### config.mk
export PLATFORM = sky130hd
export DESIGN_NAME = stepper_velocity_ramp_unit_flat
export DESIGN_NICKNAME = d
export VERILOG_FILES = /design/src/rtl/svr_pkg.sv /design/src/rtl/svr_if.sv /design/src/rtl/stepper_velocity_ramp_unit.sv /design/src/rtl/svr_div.sv /design/src/rtl/svr_mul.sv /design/src/flat_wrapper.sv
export SDC_FILE = /design/constraint.sdc
export NUM_CORES = 2
export LEC_CHECK = 0
export ABC_CLOCK_PERIOD_IN_PS = 7490
export BUFFER_PORTS_ARGS = -buffer_cell sky130_fd_sc_hd__buf_2
export CELL_PAD_IN_SITES_DETAIL_PLACEMENT = 0
export CELL_PAD_IN_SITES_GLOBAL_PLACEMENT = 1
export CORE_MARGIN = 2
export CORE_UTILIZATION = 40
export CTS_CLUSTER_SIZE = 10
export DETAILED_ROUTE_END_ITERATION = 10
export GPL_TIMING_DRIVEN = 0
export PLACE_DENSITY_LB_ADDON = 0.1
export SLEW_MARGIN = 5
export SYNTH_ARGS = -nofsm -noshare
export SYNTH_HDL_FRONTEND = slang
export SYNTH_SLANG_ARGS = --single-unit
### constraint.sdc
create_clock -name clock -period 7.49 [get_ports clock]
set_input_delay 1.1235 -clock clock [delete_from_list [all_inputs] [get_ports clock]]
set_output_delay 1.1235 -clock clock [all_outputs]
set_load 0.03 [all_outputs]
### src/rtl/svr_pkg.sv
`timescale 1ns / 1ps

package svr_pkg;

   localparam int OPERATION_W = 2;
   localparam int VELOCITY_W  = 16;
   localparam int SPEED_W     = 16;
   localparam int PERIOD_W    = 32;
   localparam int COMPARE_W   = 31;
   localparam int CSR_INDEX_W = 2;
   localparam int CSR_DATA_W  = 16;

   // Shared arithmetic units: 32 x 16 multiplier, 48 / 32 divider.
   localparam int MUL_A_W    = 32;
   localparam int MUL_B_W    = 16;
   localparam int PRODUCT_W  = MUL_A_W + MUL_B_W;
   localparam int DIVIDEND_W = PRODUCT_W;
   localparam int DIVISOR_W  = 32;

   localparam int RPM_SECONDS = 60;

   typedef enum logic [OPERATION_W-1:0] {
      OP_SET_VELOCITY = 2'd0,
      OP_TICK         = 2'd1,
      OP_DRIVE_ON     = 2'd2,
      OP_DRIVE_OFF    = 2'd3
   } svr_op_type;

   localparam logic [CSR_INDEX_W-1:0] CSR_PULSES_PER_REV = 2'd0;
   localparam logic [CSR_INDEX_W-1:0] CSR_ACCEL_COEF     = 2'd1;
   localparam logic [CSR_INDEX_W-1:0] CSR_MIN_SPEED      = 2'd2;
   localparam logic [CSR_INDEX_W-1:0] CSR_MAX_SPEED      = 2'd3;

endpackage

### src/rtl/svr_if.sv
`timescale 1ns / 1ps

interface svr_req_if import svr_pkg::*; ();
   logic                          valid;
   logic                          ready;
   logic [OPERATION_W-1:0]        operation;
   logic signed [VELOCITY_W-1:0]  velocity;

   modport source (output valid, output operation, output velocity, input ready);
   modport sink   (input valid, input operation, input velocity, output ready);
endinterface

interface svr_rsp_if import svr_pkg::*; ();
   logic                       valid;
   logic                       ready;
   logic                       accepted;
   logic                       enable_out;
   logic                       direction_out;
   logic                       pulse_running;
   logic                       tick_running;
   logic [PERIOD_W-1:0]        period_reload;
   logic [COMPARE_W-1:0]       pulse_compare;
   logic signed [SPEED_W-1:0]  speed_rpm;

   modport source (
      output valid, output accepted, output enable_out, output direction_out,
      output pulse_running, output tick_running, output period_reload,
      output pulse_compare, output speed_rpm, input ready
   );
   modport sink (
      input valid, input accepted, input enable_out, input direction_out,
      input pulse_running, input tick_running, input period_reload,
      input pulse_compare, input speed_rpm, output ready
   );
endinterface

### src/rtl/stepper_velocity_ramp_unit.sv
`timescale 1ns / 1ps

// Stepper pulse-period ramp generator. Each request item is drive on, drive off, set a signed
// target speed in rpm, or a period-elapsed tick, and each produces exactly one response item
// with the driver enable, direction pin, pulse and tick run flags, the timer reload value
// (period minus one), the pulse compare value (half period minus one) and the signed speed.
// On a tick the current period is scaled by accel_coef / ACCEL_RESOLUTION (by its inverse
// when it shrinks) toward the target period; a reversal first slows to the minimum-speed period
// and then flips direction. All arithmetic runs on one bit-serial 48 / 32 divider (48 steps)
// and one shift-add 32 x 16 multiplier (16 steps), used one after the other. Drive on, drive
// off, a rejected or dead-band target and an idle tick use neither unit; an accepted target
// takes two divisions and one multiplication; a tick takes two divisions and one multiplication
// to check the target and five divisions and three multiplications to move the period. One
// item is worked at a time; a new item is taken while the previous response still waits in
// the output register. Registers must be written by the user through the csr port only while
// the block is idle; the block does not enforce it. A register written as zero acts as one.
module stepper_velocity_ramp_unit import svr_pkg::*; #(
   parameter int TIMER_CLOCK_HZ   = 1000000,
   parameter int ACCEL_RESOLUTION = 1000
) (
   input  logic                   clock,
   input  logic                   reset,
   svr_req_if.sink                req_chan,
   svr_rsp_if.source              rsp_chan,
   input  logic                   csr_write_en,
   input  logic [CSR_INDEX_W-1:0] csr_index,
   input  logic [CSR_DATA_W-1:0]  csr_wdata
);

   localparam int PprReset      = 200;
   localparam int CoefReset     = 1010;
   localparam int MinSpeedReset = 10;
   localparam int MaxSpeedReset = 3000;
   localparam int SpeedMax      = 32767;

   function automatic logic [PERIOD_W-1:0] clamp_period(input logic [DIVIDEND_W-1:0] p);
      logic [PERIOD_W-1:0] r;
      if (p < DIVIDEND_W'(2)) begin
         r = PERIOD_W'(2);
      end else if (p > DIVIDEND_W'({PERIOD_W{1'b1}})) begin
         r = {PERIOD_W{1'b1}};
      end else begin
         r = p[PERIOD_W-1:0];
      end
      return r;
   endfunction

   localparam longint ResetRaw =
      (longint'(TIMER_CLOCK_HZ) / MinSpeedReset) * RPM_SECONDS / PprReset;
   localparam logic [PERIOD_W-1:0]   ResetPeriod  = clamp_period(DIVIDEND_W'(ResetRaw));
   localparam logic [DIVIDEND_W-1:0] TclkDividend = DIVIDEND_W'(TIMER_CLOCK_HZ);
   localparam logic [DIVISOR_W-1:0]  ResDivisor   = DIVISOR_W'(ACCEL_RESOLUTION);
   localparam logic [MUL_B_W-1:0]    ResFactor    = MUL_B_W'(ACCEL_RESOLUTION);
   localparam logic [MUL_B_W-1:0]    SecFactor    = MUL_B_W'(RPM_SECONDS);

   typedef enum logic [3:0] {
      ST_IDLE, ST_T_DIV1, ST_T_DIV2, ST_T_MUL,
      ST_M_DIV1, ST_M_MUL, ST_M_DIV2, ST_DECIDE,
      ST_R_MUL, ST_R_DIV, ST_APPLY,
      ST_W_DIV1, ST_W_MUL, ST_W_DIV2, ST_SPEED, ST_FINISH
   } state_type;

   typedef enum logic [1:0] {
      RM_REVERSE, RM_DECEL, RM_ACCEL
   } ramp_mode_type;

   // Sequencer and block state.
   state_type           state_ff, state_in;
   logic                launched_ff, launched_in;
   logic [DIVIDEND_W-1:0] work_ff, work_in;
   logic [PERIOD_W-1:0] minp_ff, minp_in;
   logic [14:0]         mag_ff, mag_in;
   ramp_mode_type       mode_ff, mode_in;
   logic                acc_ff, acc_in;
   logic                enabled_ff, enabled_in;
   logic                dir_now_ff, dir_now_in;
   logic                dir_wanted_ff, dir_wanted_in;
   logic                dir_pin_ff, dir_pin_in;
   logic                pulses_ff, pulses_in;
   logic                ticks_ff, ticks_in;
   logic [PERIOD_W-1:0] target_ff, target_in;
   logic [PERIOD_W-1:0] cur_ff, cur_in;
   logic [SPEED_W-1:0]  speed_ff, speed_in;

   // Configuration registers.
   logic [15:0] ppr_ff, ppr_in;
   logic [15:0] coef_ff, coef_in;
   logic [9:0]  ms_ff, ms_in;
   logic [14:0] maxs_ff, maxs_in;
   logic [15:0] ppr_nz, coef_nz;
   logic [9:0]  ms_nz;
   logic [14:0] maxs_nz;

   // Response register.
   logic                 rsp_valid_ff, rsp_valid_in;
   logic                 rsp_acc_ff, rsp_acc_in;
   logic                 rsp_en_ff, rsp_en_in;
   logic                 rsp_dir_ff, rsp_dir_in;
   logic                 rsp_pulse_ff, rsp_pulse_in;
   logic                 rsp_tick_ff, rsp_tick_in;
   logic [PERIOD_W-1:0]  rsp_reload_ff, rsp_reload_in;
   logic [COMPARE_W-1:0] rsp_compare_ff, rsp_compare_in;
   logic [SPEED_W-1:0]   rsp_speed_ff, rsp_speed_in;

   // Arithmetic units.
   logic                  div_start, div_done;
   logic [DIVIDEND_W-1:0] div_dividend, div_quotient;
   logic [DIVISOR_W-1:0]  div_divisor;
   logic                  mul_start, mul_done;
   logic [MUL_A_W-1:0]    mul_a;
   logic [MUL_B_W-1:0]    mul_b;
   logic [PRODUCT_W-1:0]  mul_product;

   // Request decode.
   logic                req_fire;
   svr_op_type          op_code;
   logic [16:0]         vel_ext;
   logic [16:0]         vel_mag;
   logic                vel_neg;
   logic                dead_band;
   logic [14:0]         mag_clamped;
   logic [DIVIDEND_W-1:0] ramp_next;
   logic [14:0]         speed_mag;
   logic [SPEED_W-1:0]  speed_pos;

   svr_div u_div (
      .clock    (clock),
      .reset    (reset),
      .start    (div_start),
      .dividend (div_dividend),
      .divisor  (div_divisor),
      .done     (div_done),
      .quotient (div_quotient)
   );

   svr_mul u_mul (
      .clock   (clock),
      .reset   (reset),
      .start   (mul_start),
      .mul_a   (mul_a),
      .mul_b   (mul_b),
      .done    (mul_done),
      .product (mul_product)
   );

   assign ppr_nz  = (ppr_ff == '0) ? 16'd1 : ppr_ff;
   assign coef_nz = (coef_ff == '0) ? 16'd1 : coef_ff;
   assign ms_nz   = (ms_ff == '0) ? 10'd1 : ms_ff;
   assign maxs_nz = (maxs_ff == '0) ? 15'd1 : maxs_ff;

   assign req_fire    = req_chan.valid && (state_ff == ST_IDLE);
   assign op_code     = svr_op_type'(req_chan.operation);
   assign vel_neg     = req_chan.velocity[VELOCITY_W-1];
   assign vel_ext     = {req_chan.velocity[VELOCITY_W-1], req_chan.velocity};
   assign vel_mag     = vel_neg ? (17'd0 - vel_ext) : vel_ext;
   assign dead_band   = (vel_mag < 17'(ms_nz));
   assign mag_clamped = (vel_mag > 17'(maxs_nz)) ? maxs_nz : vel_mag[14:0];

   assign speed_mag = (work_ff > DIVIDEND_W'(SpeedMax)) ? 15'(SpeedMax) : work_ff[14:0];
   assign speed_pos = {1'b0, speed_mag};

   // Operand selection for the shared units; each unit state launches once.
   always_comb begin
      div_dividend = work_ff;
      div_divisor  = DIVISOR_W'(ppr_nz);
      mul_a        = work_ff[MUL_A_W-1:0];
      mul_b        = SecFactor;
      div_start    = 1'b0;
      mul_start    = 1'b0;
      case (state_ff)
         ST_T_DIV1: begin
            div_dividend = TclkDividend;
            div_divisor  = DIVISOR_W'(mag_ff);
            div_start    = !launched_ff;
         end
         ST_M_DIV1: begin
            div_dividend = TclkDividend;
            div_divisor  = DIVISOR_W'(ms_nz);
            div_start    = !launched_ff;
         end
         ST_W_DIV1: begin
            div_dividend = TclkDividend;
            div_divisor  = DIVISOR_W'(cur_ff);
            div_start    = !launched_ff;
         end
         ST_T_DIV2, ST_M_DIV2, ST_W_DIV2: begin
            div_start = !launched_ff;
         end
         ST_R_DIV: begin
            div_divisor = (mode_ff == RM_DECEL) ? DIVISOR_W'(coef_nz) : ResDivisor;
            div_start   = !launched_ff;
         end
         ST_T_MUL, ST_M_MUL, ST_W_MUL: begin
            mul_start = !launched_ff;
         end
         ST_R_MUL: begin
            mul_a     = MUL_A_W'(cur_ff);
            mul_b     = (mode_ff == RM_DECEL) ? ResFactor : coef_nz;
            mul_start = !launched_ff;
         end
         default: begin
         end
      endcase
   end

   always_comb begin
      state_in      = state_ff;
      work_in       = work_ff;
      minp_in       = minp_ff;
      mag_in        = mag_ff;
      mode_in       = mode_ff;
      acc_in        = acc_ff;
      enabled_in    = enabled_ff;
      dir_now_in    = dir_now_ff;
      dir_wanted_in = dir_wanted_ff;
      dir_pin_in    = dir_pin_ff;
      pulses_in     = pulses_ff;
      ticks_in      = ticks_ff;
      target_in     = target_ff;
      cur_in        = cur_ff;
      speed_in      = speed_ff;
      ramp_next     = work_ff;

      ppr_in  = ppr_ff;
      coef_in = coef_ff;
      ms_in   = ms_ff;
      maxs_in = maxs_ff;

      rsp_valid_in   = rsp_valid_ff && !rsp_chan.ready;
      rsp_acc_in     = rsp_acc_ff;
      rsp_en_in      = rsp_en_ff;
      rsp_dir_in     = rsp_dir_ff;
      rsp_pulse_in   = rsp_pulse_ff;
      rsp_tick_in    = rsp_tick_ff;
      rsp_reload_in  = rsp_reload_ff;
      rsp_compare_in = rsp_compare_ff;
      rsp_speed_in   = rsp_speed_ff;

      if (csr_write_en) begin
         case (csr_index)
            CSR_PULSES_PER_REV: ppr_in  = csr_wdata;
            CSR_ACCEL_COEF:     coef_in = csr_wdata;
            CSR_MIN_SPEED:      ms_in   = csr_wdata[9:0];
            CSR_MAX_SPEED:      maxs_in = csr_wdata[14:0];
            default: begin
            end
         endcase
      end

      case (state_ff)
         ST_IDLE: begin
            if (req_fire) begin
               acc_in   = 1'b0;
               state_in = ST_FINISH;
               case (op_code)
                  OP_DRIVE_ON: begin
                     enabled_in = 1'b1;
                  end
                  OP_DRIVE_OFF: begin
                     enabled_in = 1'b0;
                     pulses_in  = 1'b0;
                     ticks_in   = 1'b0;
                  end
                  OP_TICK: begin
                     if (ticks_ff) begin
                        state_in = ST_M_DIV1;
                     end
                  end
                  OP_SET_VELOCITY: begin
                     if (enabled_ff) begin
                        acc_in = 1'b1;
                        if (dead_band) begin
                           pulses_in = 1'b0;
                           ticks_in  = 1'b0;
                        end else begin
                           dir_pin_in    = !vel_neg;
                           dir_wanted_in = !vel_neg;
                           mag_in        = mag_clamped;
                           state_in      = ST_T_DIV1;
                        end
                     end
                  end
                  default: begin
                  end
               endcase
            end
         end
         // Target period: clock / rpm / pulses_per_rev * 60.
         ST_T_DIV1: begin
            if (div_done) begin
               work_in  = div_quotient;
               state_in = ST_T_DIV2;
            end
         end
         ST_T_DIV2: begin
            if (div_done) begin
               work_in  = div_quotient;
               state_in = ST_T_MUL;
            end
         end
         ST_T_MUL: begin
            if (mul_done) begin
               target_in = clamp_period(mul_product);
               pulses_in = 1'b1;
               ticks_in  = 1'b1;
               state_in  = ST_FINISH;
            end
         end
         // Minimum-speed period: clock / slowest rpm * 60 / pulses_per_rev.
         ST_M_DIV1: begin
            if (div_done) begin
               work_in  = div_quotient;
               state_in = ST_M_MUL;
            end
         end
         ST_M_MUL: begin
            if (mul_done) begin
               work_in  = mul_product;
               state_in = ST_M_DIV2;
            end
         end
         ST_M_DIV2: begin
            if (div_done) begin
               minp_in  = clamp_period(div_quotient);
               state_in = ST_DECIDE;
            end
         end
         ST_DECIDE: begin
            if (dir_wanted_ff != dir_now_ff) begin
               if (cur_ff >= minp_ff) begin
                  dir_now_in = dir_wanted_ff;
                  state_in   = ST_FINISH;
               end else begin
                  mode_in  = RM_REVERSE;
                  state_in = ST_R_MUL;
               end
            end else if (cur_ff == target_ff) begin
               ticks_in = 1'b0;
               if (cur_ff == minp_ff) begin
                  pulses_in = 1'b0;
                  speed_in  = '0;
               end
               state_in = ST_FINISH;
            end else if (cur_ff > target_ff) begin
               mode_in  = RM_DECEL;
               state_in = ST_R_MUL;
            end else begin
               mode_in  = RM_ACCEL;
               state_in = ST_R_MUL;
            end
         end
         ST_R_MUL: begin
            if (mul_done) begin
               work_in  = mul_product;
               state_in = ST_R_DIV;
            end
         end
         ST_R_DIV: begin
            if (div_done) begin
               work_in  = div_quotient;
               state_in = ST_APPLY;
            end
         end
         ST_APPLY: begin
            // A reversal that would pass the slowest speed snaps to it and turns.
            case (mode_ff)
               RM_REVERSE: begin
                  if (work_ff > DIVIDEND_W'(minp_ff)) begin
                     ramp_next  = DIVIDEND_W'(minp_ff);
                     dir_now_in = dir_wanted_ff;
                  end
               end
               RM_DECEL: begin
                  if (work_ff < DIVIDEND_W'(target_ff)) begin
                     ramp_next = DIVIDEND_W'(target_ff);
                  end
               end
               default: begin
                  if (work_ff > DIVIDEND_W'(target_ff)) begin
                     ramp_next = DIVIDEND_W'(target_ff);
                  end
               end
            endcase
            cur_in   = clamp_period(ramp_next);
            state_in = ST_W_DIV1;
         end
         // Speed: clock / period * 60 / pulses_per_rev.
         ST_W_DIV1: begin
            if (div_done) begin
               work_in  = div_quotient;
               state_in = ST_W_MUL;
            end
         end
         ST_W_MUL: begin
            if (mul_done) begin
               work_in  = mul_product;
               state_in = ST_W_DIV2;
            end
         end
         ST_W_DIV2: begin
            if (div_done) begin
               work_in  = div_quotient;
               state_in = ST_SPEED;
            end
         end
         ST_SPEED: begin
            speed_in = dir_now_ff ? speed_pos : (SPEED_W'(0) - speed_pos);
            state_in = ST_FINISH;
         end
         ST_FINISH: begin
            if (!rsp_valid_ff || rsp_chan.ready) begin
               rsp_valid_in   = 1'b1;
               rsp_acc_in     = acc_ff;
               rsp_en_in      = enabled_ff;
               rsp_dir_in     = dir_pin_ff;
               rsp_pulse_in   = pulses_ff;
               rsp_tick_in    = ticks_ff;
               rsp_reload_in  = cur_ff - 1'b1;
               rsp_compare_in = COMPARE_W'((cur_ff >> 1) - 1'b1);
               rsp_speed_in   = speed_ff;
               state_in       = ST_IDLE;
            end
         end
         default: begin
            state_in = ST_IDLE;
         end
      endcase

      launched_in = launched_ff;
      if (div_start || mul_start) begin
         launched_in = 1'b1;
      end
      if (div_done || mul_done) begin
         launched_in = 1'b0;
      end
   end

   always_ff @(posedge clock) begin
      if (reset) begin
         state_ff      <= ST_IDLE;
         launched_ff   <= 1'b0;
         enabled_ff    <= 1'b0;
         dir_now_ff    <= 1'b1;
         dir_wanted_ff <= 1'b1;
         dir_pin_ff    <= 1'b0;
         pulses_ff     <= 1'b0;
         ticks_ff      <= 1'b0;
         target_ff     <= ResetPeriod;
         cur_ff        <= ResetPeriod;
         speed_ff      <= '0;
         ppr_ff        <= 16'(PprReset);
         coef_ff       <= 16'(CoefReset);
         ms_ff         <= 10'(MinSpeedReset);
         maxs_ff       <= 15'(MaxSpeedReset);
         rsp_valid_ff  <= 1'b0;
      end else begin
         state_ff      <= state_in;
         launched_ff   <= launched_in;
         enabled_ff    <= enabled_in;
         dir_now_ff    <= dir_now_in;
         dir_wanted_ff <= dir_wanted_in;
         dir_pin_ff    <= dir_pin_in;
         pulses_ff     <= pulses_in;
         ticks_ff      <= ticks_in;
         target_ff     <= target_in;
         cur_ff        <= cur_in;
         speed_ff      <= speed_in;
         ppr_ff        <= ppr_in;
         coef_ff       <= coef_in;
         ms_ff         <= ms_in;
         maxs_ff       <= maxs_in;
         rsp_valid_ff  <= rsp_valid_in;
      end
      work_ff        <= work_in;
      minp_ff        <= minp_in;
      mag_ff         <= mag_in;
      mode_ff        <= mode_in;
      acc_ff         <= acc_in;
      rsp_acc_ff     <= rsp_acc_in;
      rsp_en_ff      <= rsp_en_in;
      rsp_dir_ff     <= rsp_dir_in;
      rsp_pulse_ff   <= rsp_pulse_in;
      rsp_tick_ff    <= rsp_tick_in;
      rsp_reload_ff  <= rsp_reload_in;
      rsp_compare_ff <= rsp_compare_in;
      rsp_speed_ff   <= rsp_speed_in;
   end

   assign req_chan.ready         = (state_ff == ST_IDLE);
   assign rsp_chan.valid         = rsp_valid_ff;
   assign rsp_chan.accepted      = rsp_acc_ff;
   assign rsp_chan.enable_out    = rsp_en_ff;
   assign rsp_chan.direction_out = rsp_dir_ff;
   assign rsp_chan.pulse_running = rsp_pulse_ff;
   assign rsp_chan.tick_running  = rsp_tick_ff;
   assign rsp_chan.period_reload = rsp_reload_ff;
   assign rsp_chan.pulse_compare = rsp_compare_ff;
   assign rsp_chan.speed_rpm     = rsp_speed_ff;

endmodule

### src/rtl/svr_div.sv
`timescale 1ns / 1ps

// Restoring divider, one quotient bit per cycle.
module svr_div import svr_pkg::*; (
   input  logic                  clock,
   input  logic                  reset,
   input  logic                  start,
   input  logic [DIVIDEND_W-1:0] dividend,
   input  logic [DIVISOR_W-1:0]  divisor,
   output logic                  done,
   output logic [DIVIDEND_W-1:0] quotient
);

   localparam int CntW = $clog2(DIVIDEND_W);

   logic                  busy_ff, busy_in;
   logic                  done_ff, done_in;
   logic [CntW-1:0]       cnt_ff, cnt_in;
   logic [DIVIDEND_W-1:0] quo_ff, quo_in;
   logic [DIVISOR_W-1:0]  rem_ff, rem_in;
   logic [DIVISOR_W-1:0]  den_ff, den_in;
   logic [DIVISOR_W:0]    rem_shift;
   logic                  fits;

   always_comb begin
      rem_shift = {rem_ff, quo_ff[DIVIDEND_W-1]};
      fits      = (rem_shift >= {1'b0, den_ff});
      busy_in   = busy_ff;
      done_in   = 1'b0;
      cnt_in    = cnt_ff;
      quo_in    = quo_ff;
      rem_in    = rem_ff;
      den_in    = den_ff;
      if (start) begin
         busy_in = 1'b1;
         cnt_in  = '0;
         quo_in  = dividend;
         rem_in  = '0;
         den_in  = divisor;
      end else if (busy_ff) begin
         // The dividend shifts out at the top while quotient bits enter below.
         quo_in = {quo_ff[DIVIDEND_W-2:0], fits};
         rem_in = fits ? DIVISOR_W'(rem_shift - {1'b0, den_ff})
                       : rem_shift[DIVISOR_W-1:0];
         cnt_in = cnt_ff + 1'b1;
         if (cnt_ff == CntW'(DIVIDEND_W - 1)) begin
            busy_in = 1'b0;
            done_in = 1'b1;
         end
      end
   end

   always_ff @(posedge clock) begin
      if (reset) begin
         busy_ff <= 1'b0;
         done_ff <= 1'b0;
         cnt_ff  <= '0;
      end else begin
         busy_ff <= busy_in;
         done_ff <= done_in;
         cnt_ff  <= cnt_in;
      end
      quo_ff <= quo_in;
      rem_ff <= rem_in;
      den_ff <= den_in;
   end

   assign done     = done_ff;
   assign quotient = quo_ff;

endmodule

### src/rtl/svr_mul.sv
`timescale 1ns / 1ps

// Shift-and-add multiplier, one multiplier bit per cycle.
module svr_mul import svr_pkg::*; (
   input  logic                 clock,
   input  logic                 reset,
   input  logic                 start,
   input  logic [MUL_A_W-1:0]   mul_a,
   input  logic [MUL_B_W-1:0]   mul_b,
   output logic                 done,
   output logic [PRODUCT_W-1:0] product
);

   localparam int CntW = $clog2(MUL_B_W);

   logic                 busy_ff, busy_in;
   logic                 done_ff, done_in;
   logic [CntW-1:0]      cnt_ff, cnt_in;
   logic [PRODUCT_W-1:0] acc_ff, acc_in;
   logic [PRODUCT_W-1:0] a_ff, a_in;
   logic [MUL_B_W-1:0]   b_ff, b_in;

   always_comb begin
      busy_in = busy_ff;
      done_in = 1'b0;
      cnt_in  = cnt_ff;
      acc_in  = acc_ff;
      a_in    = a_ff;
      b_in    = b_ff;
      if (start) begin
         busy_in = 1'b1;
         cnt_in  = '0;
         acc_in  = '0;
         a_in    = PRODUCT_W'(mul_a);
         b_in    = mul_b;
      end else if (busy_ff) begin
         if (b_ff[0]) begin
            acc_in = acc_ff + a_ff;
         end
         a_in   = a_ff << 1;
         b_in   = b_ff >> 1;
         cnt_in = cnt_ff + 1'b1;
         if (cnt_ff == CntW'(MUL_B_W - 1)) begin
            busy_in = 1'b0;
            done_in = 1'b1;
         end
      end
   end

   always_ff @(posedge clock) begin
      if (reset) begin
         busy_ff <= 1'b0;
         done_ff <= 1'b0;
         cnt_ff  <= '0;
      end else begin
         busy_ff <= busy_in;
         done_ff <= done_in;
         cnt_ff  <= cnt_in;
      end
      acc_ff <= acc_in;
      a_ff   <= a_in;
      b_ff   <= b_in;
   end

   assign done    = done_ff;
   assign product = acc_ff;

endmodule

### src/flat_wrapper.sv
// flat-port wrapper written by rule: the top's interface ports become plain ports
module stepper_velocity_ramp_unit_flat import svr_pkg::*;
#(
   parameter int TIMER_CLOCK_HZ   = 1000000,
   parameter int ACCEL_RESOLUTION = 1000
)
  (clock, reset, csr_write_en, csr_index, csr_wdata, req_chan_valid, req_chan_operation, req_chan_velocity, req_chan_ready, rsp_chan_valid, rsp_chan_accepted, rsp_chan_enable_out, rsp_chan_direction_out, rsp_chan_pulse_running, rsp_chan_tick_running, rsp_chan_period_reload, rsp_chan_pulse_compare, rsp_chan_speed_rpm, rsp_chan_ready);
  svr_req_if req_chan_i ();
  svr_rsp_if rsp_chan_i ();
  input  logic clock;
  input  logic reset;
  input  logic csr_write_en;
  input  logic [CSR_INDEX_W-1:0] csr_index;
  input  logic [CSR_DATA_W-1:0] csr_wdata;
  input wire logic [$bits(req_chan_i.valid)-1:0] req_chan_valid;
  input wire logic [$bits(req_chan_i.operation)-1:0] req_chan_operation;
  input wire logic [$bits(req_chan_i.velocity)-1:0] req_chan_velocity;
  output wire logic [$bits(req_chan_i.ready)-1:0] req_chan_ready;
  output wire logic [$bits(rsp_chan_i.valid)-1:0] rsp_chan_valid;
  output wire logic [$bits(rsp_chan_i.accepted)-1:0] rsp_chan_accepted;
  output wire logic [$bits(rsp_chan_i.enable_out)-1:0] rsp_chan_enable_out;
  output wire logic [$bits(rsp_chan_i.direction_out)-1:0] rsp_chan_direction_out;
  output wire logic [$bits(rsp_chan_i.pulse_running)-1:0] rsp_chan_pulse_running;
  output wire logic [$bits(rsp_chan_i.tick_running)-1:0] rsp_chan_tick_running;
  output wire logic [$bits(rsp_chan_i.period_reload)-1:0] rsp_chan_period_reload;
  output wire logic [$bits(rsp_chan_i.pulse_compare)-1:0] rsp_chan_pulse_compare;
  output wire logic [$bits(rsp_chan_i.speed_rpm)-1:0] rsp_chan_speed_rpm;
  input wire logic [$bits(rsp_chan_i.ready)-1:0] rsp_chan_ready;
  assign req_chan_i.valid = req_chan_valid;
  assign req_chan_i.operation = req_chan_operation;
  assign req_chan_i.velocity = req_chan_velocity;
  assign req_chan_ready = req_chan_i.ready;
  assign rsp_chan_valid = rsp_chan_i.valid;
  assign rsp_chan_accepted = rsp_chan_i.accepted;
  assign rsp_chan_enable_out = rsp_chan_i.enable_out;
  assign rsp_chan_direction_out = rsp_chan_i.direction_out;
  assign rsp_chan_pulse_running = rsp_chan_i.pulse_running;
  assign rsp_chan_tick_running = rsp_chan_i.tick_running;
  assign rsp_chan_period_reload = rsp_chan_i.period_reload;
  assign rsp_chan_pulse_compare = rsp_chan_i.pulse_compare;
  assign rsp_chan_speed_rpm = rsp_chan_i.speed_rpm;
  assign rsp_chan_i.ready = rsp_chan_ready;
  stepper_velocity_ramp_unit #(.TIMER_CLOCK_HZ(TIMER_CLOCK_HZ), .ACCEL_RESOLUTION(ACCEL_RESOLUTION)) u_core (.clock(clock), .reset(reset), .req_chan(req_chan_i), .rsp_chan(rsp_chan_i), .csr_write_en(csr_write_en), .csr_index(csr_index), .csr_wdata(csr_wdata));
endmodule
Word-level counts from Yosys, hierarchy flattened:

Index checks and enable logic that the tools add are counted.

* input port bits: 41
* word-level logic and storage cells: 270
* register bits: 569

* equal/unequal tests: 54
* magnitude comparators: 15
* bitwise gates (word level): 3
* reduce and logical (&&, ||, !) cells: 53
* add/sub/neg operators: 8
* multiplexer cells: 94

Operators by type and width (number)
* $mux 48: 9
* $mux 32: 9
* $pmux 48 s2: 2
* $mux 16: 11
* $gt 48x32->1 const B: 3
* $lt 48x2->1 const B: 3
* $pmux 32 s4: 1
* $gt 48x32->1: 2
* $mux 4: 17
* $eq 32x32->1: 2
* $pmux 4 s16: 1
* $add 48x48->48: 1
* $gt 48x15->1 const B: 1
* $lt 48x32->1: 1
* $mux 15: 3
* $eq 4x4->1 const B: 9
* $ge 33x32->1: 1
* $ge 32x32->1: 1
* $gt 32x32->1: 1
* $logic_not 16->1: 2
* $pmux 16 s2: 1
* $sub 32x1->32 const B: 1
* $sub 32x32->32: 1
* $sub 31x1->31 const B: 1
* 47 further kinds: 143

Logic depth before layout (Yosys ltp):

* depth in word-level cells: 8
* gate-level depth with buffers: 19

Hierarchy:

Synthesis repeated with hierarchy kept, for this count alone.

* cell total of the unflattened synthesis: 3559
* area, all modules: 34042.6 µm²

Modules (own cells, without submodules)
* stepper_velocity_ramp_unit: seq. area each 8448.1 µm², cells an instance 2202, area each 20407.1 µm², times used 1
* svr_mul: seq. area each 2842.7 µm², cells an instance 730, area each 6929.1 µm², times used 1
* svr_div: seq. area each 3203.1 µm², cells an instance 627, area each 6706.4 µm², times used 1

Worst setup path before layout:

OpenSTA, ideal clock, no wires.

* path kind: input port to flip-flop
* start: input port rsp_chan_ready
* end: register u_core.rsp_acc_ff, in the netlist u_core.rsp_chan.accepted (enable)
* data arrival time: 5.009 ns
* path slack: 1.943 ns
* stages: 2
* required time: 6.952 ns
* cells stage by stage: nand2b_1 > nor2b_1

* word-level cells in the longest chain between the ends: 2

Ends and longest elaborated chain
* start, declared: line flat_wrapper.sv:28 `input wire logic [$bits(rsp_chan_i.ready)-1:0] rsp_chan_ready;`
* $logic_or 1x1->1: line stepper_velocity_ramp_unit.sv:411 `if (!rsp_valid_ff || rsp_chan.ready) begin`
* $reduce_and 2->1 (no source line)
* end signal, assigned: line stepper_velocity_ramp_unit.sv:479 `rsp_acc_ff <= rsp_acc_in;`
* end, declared: line stepper_velocity_ramp_unit.sv:96 `logic rsp_acc_ff, rsp_acc_in;`

No other way between the ends.
A chain may end at the register's enable or synchronous reset.

Final worst setup path:

* start: register u_core.work_ff[29]
* end: register u_core.cur_ff[0]

* word-level cells in the longest chain between the ends: 7
* elaborated cells on any way between the ends: 12
* those cells by class: 5 x order compare; 7 x mux

Ends and longest elaborated chain
* start, declared: line stepper_velocity_ramp_unit.sv:70 `logic [DIVIDEND_W-1:0] work_ff, work_in;`
* start signal, assigned: line stepper_velocity_ramp_unit.sv:474 `work_ff <= work_in;`
* $gt 48x32->1, or another cell as far along: line stepper_velocity_ramp_unit.sv:379 `if (work_ff > DIVIDEND_W'(target_ff)) begin`
* $mux 48 (on tied branches): line stepper_velocity_ramp_unit.sv:379, stepper_velocity_ramp_unit.sv:368, stepper_velocity_ramp_unit.sv:374
* $pmux 48 s2 *: line stepper_velocity_ramp_unit.sv:366 `case (mode_ff)`
* $mux 48 *: line stepper_velocity_ramp_unit.sv:250 `case (state_ff)`
* $gt 48x32->1: line stepper_velocity_ramp_unit.sv:40 `end else if (p > DIVIDEND_W'({PERIOD_W{1'b1}})) begin`
* $mux 32: line stepper_velocity_ramp_unit.sv:40
* $mux 32 *: line stepper_velocity_ramp_unit.sv:38 `if (p < DIVIDEND_W'(2)) begin`
* end signal, assigned: line stepper_velocity_ramp_unit.sv:449 `cur_ff <= ResetPeriod;`
* end signal, assigned: line stepper_velocity_ramp_unit.sv:466 `cur_ff <= cur_in;`
* end, declared: line stepper_velocity_ramp_unit.sv:82 `logic [PERIOD_W-1:0] cur_ff, cur_in;`

Every way passes the cells marked *; elsewhere a longest branch is shown, timed or not. The select of a mux whose other input is x is not followed.

==> metrics.md <==
| Metric | Value |
|---|---|
| Status | `complete, no violations` |
| CTS root buffer | `clkbuf_16` |
| Largest net degree at the start of global routing | `39` |
| Drt total wl | `125,400 µm` |
| Die H | `290.4 µm` |
| Layout area overhead | `13.33%` |
| Area leader, netlist | `edfxtp_1` |
| Synthesized instance count | `approximately 3,500` |
| Via Count | `~28,000` |
| Total track usage | `between 20% and 30%` |
| PD cells | `370.7 nW/µm²` |
| Most common cell in the synthesized netlist | `nand2_1` |
| Remaining Overflow, GRT | `0` |
| Final #Nets | `a little under 4,000` |
| Drt first-iter violations | `between 2,000 and 2,500` |
| Starting Density | `about two fifths` |
| Sequential cell area | `14,490 µm²` |
| R2r worst-path depth | `14` |
| Dpl ws | `1.632 ns` |
| Antenna viol nets, final | `0` |
| Footprint of the multi-input gates | `17,000 µm²` |
| IO Port Bufs | `around 120` |
| Crit-path cells | `ha_1 > nand4_1 > nor3_1 > nand3_1 > or4_1 > o21ai_0 > nand3_1 > clkbuf_1 > nand2_1 > o22ai_1 > o31ai_1 > or4bb_1 > nor4_1 > o21ai_0` |
| #FFs+latches synth | `approximately 570` |
| CTS buffer count | `between 70 and 80` |
| Final Hold Violating Endpoints | `0` |
| Syn avg cell area | `9.413 µm²` |
| Max-Slew Margin vs Limit | `a little under an eighth` |
| Final min period | `about 5.9 ns` |
| Die area | `about 84,000 µm²` |
| Worst slew pin tran | `between 1 and 1.5 ns` |
| Final setup TNS | `0 ns` |
| Final WS setup | `1.571 ns` |
| I/O pin count | `127` |
| Synth unique cells | `84` |
| Async S/R FF share, synth | `0%` |
| Synthesized Nets | `3,766` |
| Remaining DRCs | `0` |
| Power, Total | `roughly 14 mW` |
| Dominant cells by area after synthesis | `edfxtp_1 (28%), dfxtp_1 (16%), ha_1 (9.1%)` |
| Average via count per standard cell | `a little under 6` |
| CP top delay family | `simple AND/OR/NAND/NOR gates` |
| Core area | `between 80,000 and 90,000 µm²` |
| Post-CTS Resized | `0` |
| Critical Path Start Type | `register` |
| Clk slew on worst S/H paths | `around 0.06 ns` |
| Pre-antenna DRT Iters | `7` |
| Final period util | `79.03%` |
| Number of synthesized flops with an enable pin | `310` |
| Seq/Total Area, Yosys | `44.19%` |
| Postcts setup bufs | `0` |
| Vias in the first global route | `27,880` |
| CTS Buffer Depth | `3` |
| DPL Wire Length | `just under 100,000 µm` |
| First-pass GRT wire length | `roughly 180,000 µm` |
| Warnings, synthesis | `0` |
| Clock skew | `about 0.037 ns` |
| Max VDD drop | `between 200 and 250 µV` |
| Max-Cap Viols | `0` |
| Die Wd | `between 200 and 300 µm` |
| Post-synth top flop | `edfxtp_1` |
| Share of cells above drive strength 1 | `about a tenth` |
| Critical path arrival | `about 6.4 ns` |
| Final setup violation count | `0` |
| Fmax | `roughly 0.17 GHz` |
| Post-CTS Hold Buffers | `0` |
| Worst Hold Class | `reg2reg` |
| Critical Path RT | `around 8 ns` |
| Post-synth top area share | `~28%` |
| Max Slew Vio Count | `0` |
| CP max stage delay | `about 0.61 ns` |
| Fill count | `slightly below 8,000` |
| CP Capture Type | `register` |
| RSZ-0062 raised after global routing | `no` |
| Initial antenna violation count | `8` |
| Antenna Diode Count | `0` |
| Row Count | `around 110` |
| Worst-path fanout max | `10` |
| Crit path kind | `reg2reg` |
| Stages on worst setup path | `14` |
| H-tree levels | `3` |
| Placer Congestion | `0.9428` |
| Worst-Skew Late Latency | `around 0.64 ns` |
| CP max stage cell | `or4_1` |
| Hold Slack | `between 0.4 and 0.5 ns` |
| Worst path buffer plus inverter count | `1` |
| DR WL/cell | `26.02 µm` |
| Synth top cells by count | `nand2_1 (405), edfxtp_1 (310), dfxtp_1 (259)` |
| Syn Std Cell Area | `~33,000 µm²` |
| Hold depth | `0` |
| # clock sinks | `approximately 570` |
| Leak | `about 15 nW` |
| CTS tree | `done` |
worst paths after layout:
kind | startpoint | to | slack (ns)
setup / recovery | u_core.work_ff[29]$_DFFE_PP_ | u_core.cur_ff[0]$_SDFFE_PP0P_ | 1.57
hold / removal | u_core.acc_ff$_SDFFCE_PN0P_ | u_core.rsp_chan.accepted$_DFFE_PP_ | 0.43
setup reg to reg | u_core.work_ff[29]$_DFFE_PP_ | u_core.cur_ff[0]$_SDFFE_PP0P_ | 1.57
hold reg to reg | u_core.acc_ff$_SDFFCE_PN0P_ | u_core.rsp_chan.accepted$_DFFE_PP_ | 0.43
area by class of cell:
type                            instances  share of cell area (%)
Inverter                              153                   1.545
Buffer                                201                   2.077
Clock buffer                          115                   5.476
Timing Repair Buffer                  134                   2.127
Sequential cell                       569                   38.99
Multi-Input combinational cell       2562                   45.74
Tap cell                             1070                   3.601
Clock inverter                         17                  0.4510
worst reg2reg max path, cell delays in order, from the launching register on:
cell and delay (ns):
edfxtp_1 0.59, ha_1 0.40, nand4_1 0.12, nor3_1 0.45, nand3_1 0.27, or4_1 0.61
o21ai_0 0.31, nand3_1 0.48, clkbuf_1 0.41, nand2_1 0.15, o22ai_1 0.09, o31ai_1 0.59
or4bb_1 0.44, nor4_1 0.53, o21ai_0 0.30
power by group:
group          leakage [nW]  switching [mW]  internal, mW  total, mW
logic                  8.76            3.45          2.04       5.49
clock network          1.06            1.44          1.91       3.35
registers              4.90           0.685          4.26       4.94
per-layer routing:
metal | wire length [µm] | vias to the layer above | GRT usage [%] | part of all wire [%]
li1 | - | 13180 | - | -
met1 | 55450 | 13950 | 39.31 | 44
met2 | 56840 | 1095 | 46.78 | 45
met3 | 7907 | 203 | 3.740 | 6.3
met4 | 5220 | 0 | 11.69 | 4.2
met5 | 0 | - | 0 | 0
metrics by stage:
step	cell area, µm²	utilization, %	std cells
after floorplan	32800	-	3485
after detailed placement	34970	42.87	4689
after global placement	34760	42.61	4679
after CTS	37180	45.57	4821
final	37180	45.57	4821
after global routing	37180	45.57	4821
layout by cell type (no fill, tap or decap), types with 69 or more instances in the layout:
cell type  count
a21o_1        70
nand3_1       69
ha_1         238
buf_2        128
nand2_1      405
nor3_1        91
o21ai_0      201
nor2_1       253
clkbuf_1     212
a21oi_1      252
clkbuf_16     74
edfxtp_1     310
dfxtp_1      259
inv_1        152
mux2i_1       85
xnor2_1       90
registers in the layout (all words and copies together) (netlist names), 15 cells and up:
name,flops
u_core.coef_ff,16
u_core.cur_ff,32
u_core.mag_ff,15
u_core.maxs_ff,15
u_core.minp_ff,32
u_core.ppr_ff,16
u_core.rsp_chan.period_reload,32
u_core.rsp_chan.pulse_compare,31
u_core.rsp_chan.speed_rpm,16
u_core.speed_ff,16
u_core.target_ff,32
u_core.u_div.den_ff,32
u_core.u_div.quotient,48
u_core.u_div.rem_ff,32
u_core.u_mul.a_ff,48
u_core.u_mul.b_ff,16
u_core.u_mul.product,48
u_core.work_ff,48
cells by family after synthesis:
logic type / share of synthesized area (%)
AO/OA/AOI/OAI: 17.10
XOR/XNOR: 3.872
adder cells (fa/ha/maj): 9.200
buffers and inverters: 4.100
flip-flops: 44.19
multiplexers: 4.825
AND/OR/NAND/NOR: 16.72
Note: power is estimated with default switching activity, not from simulation.
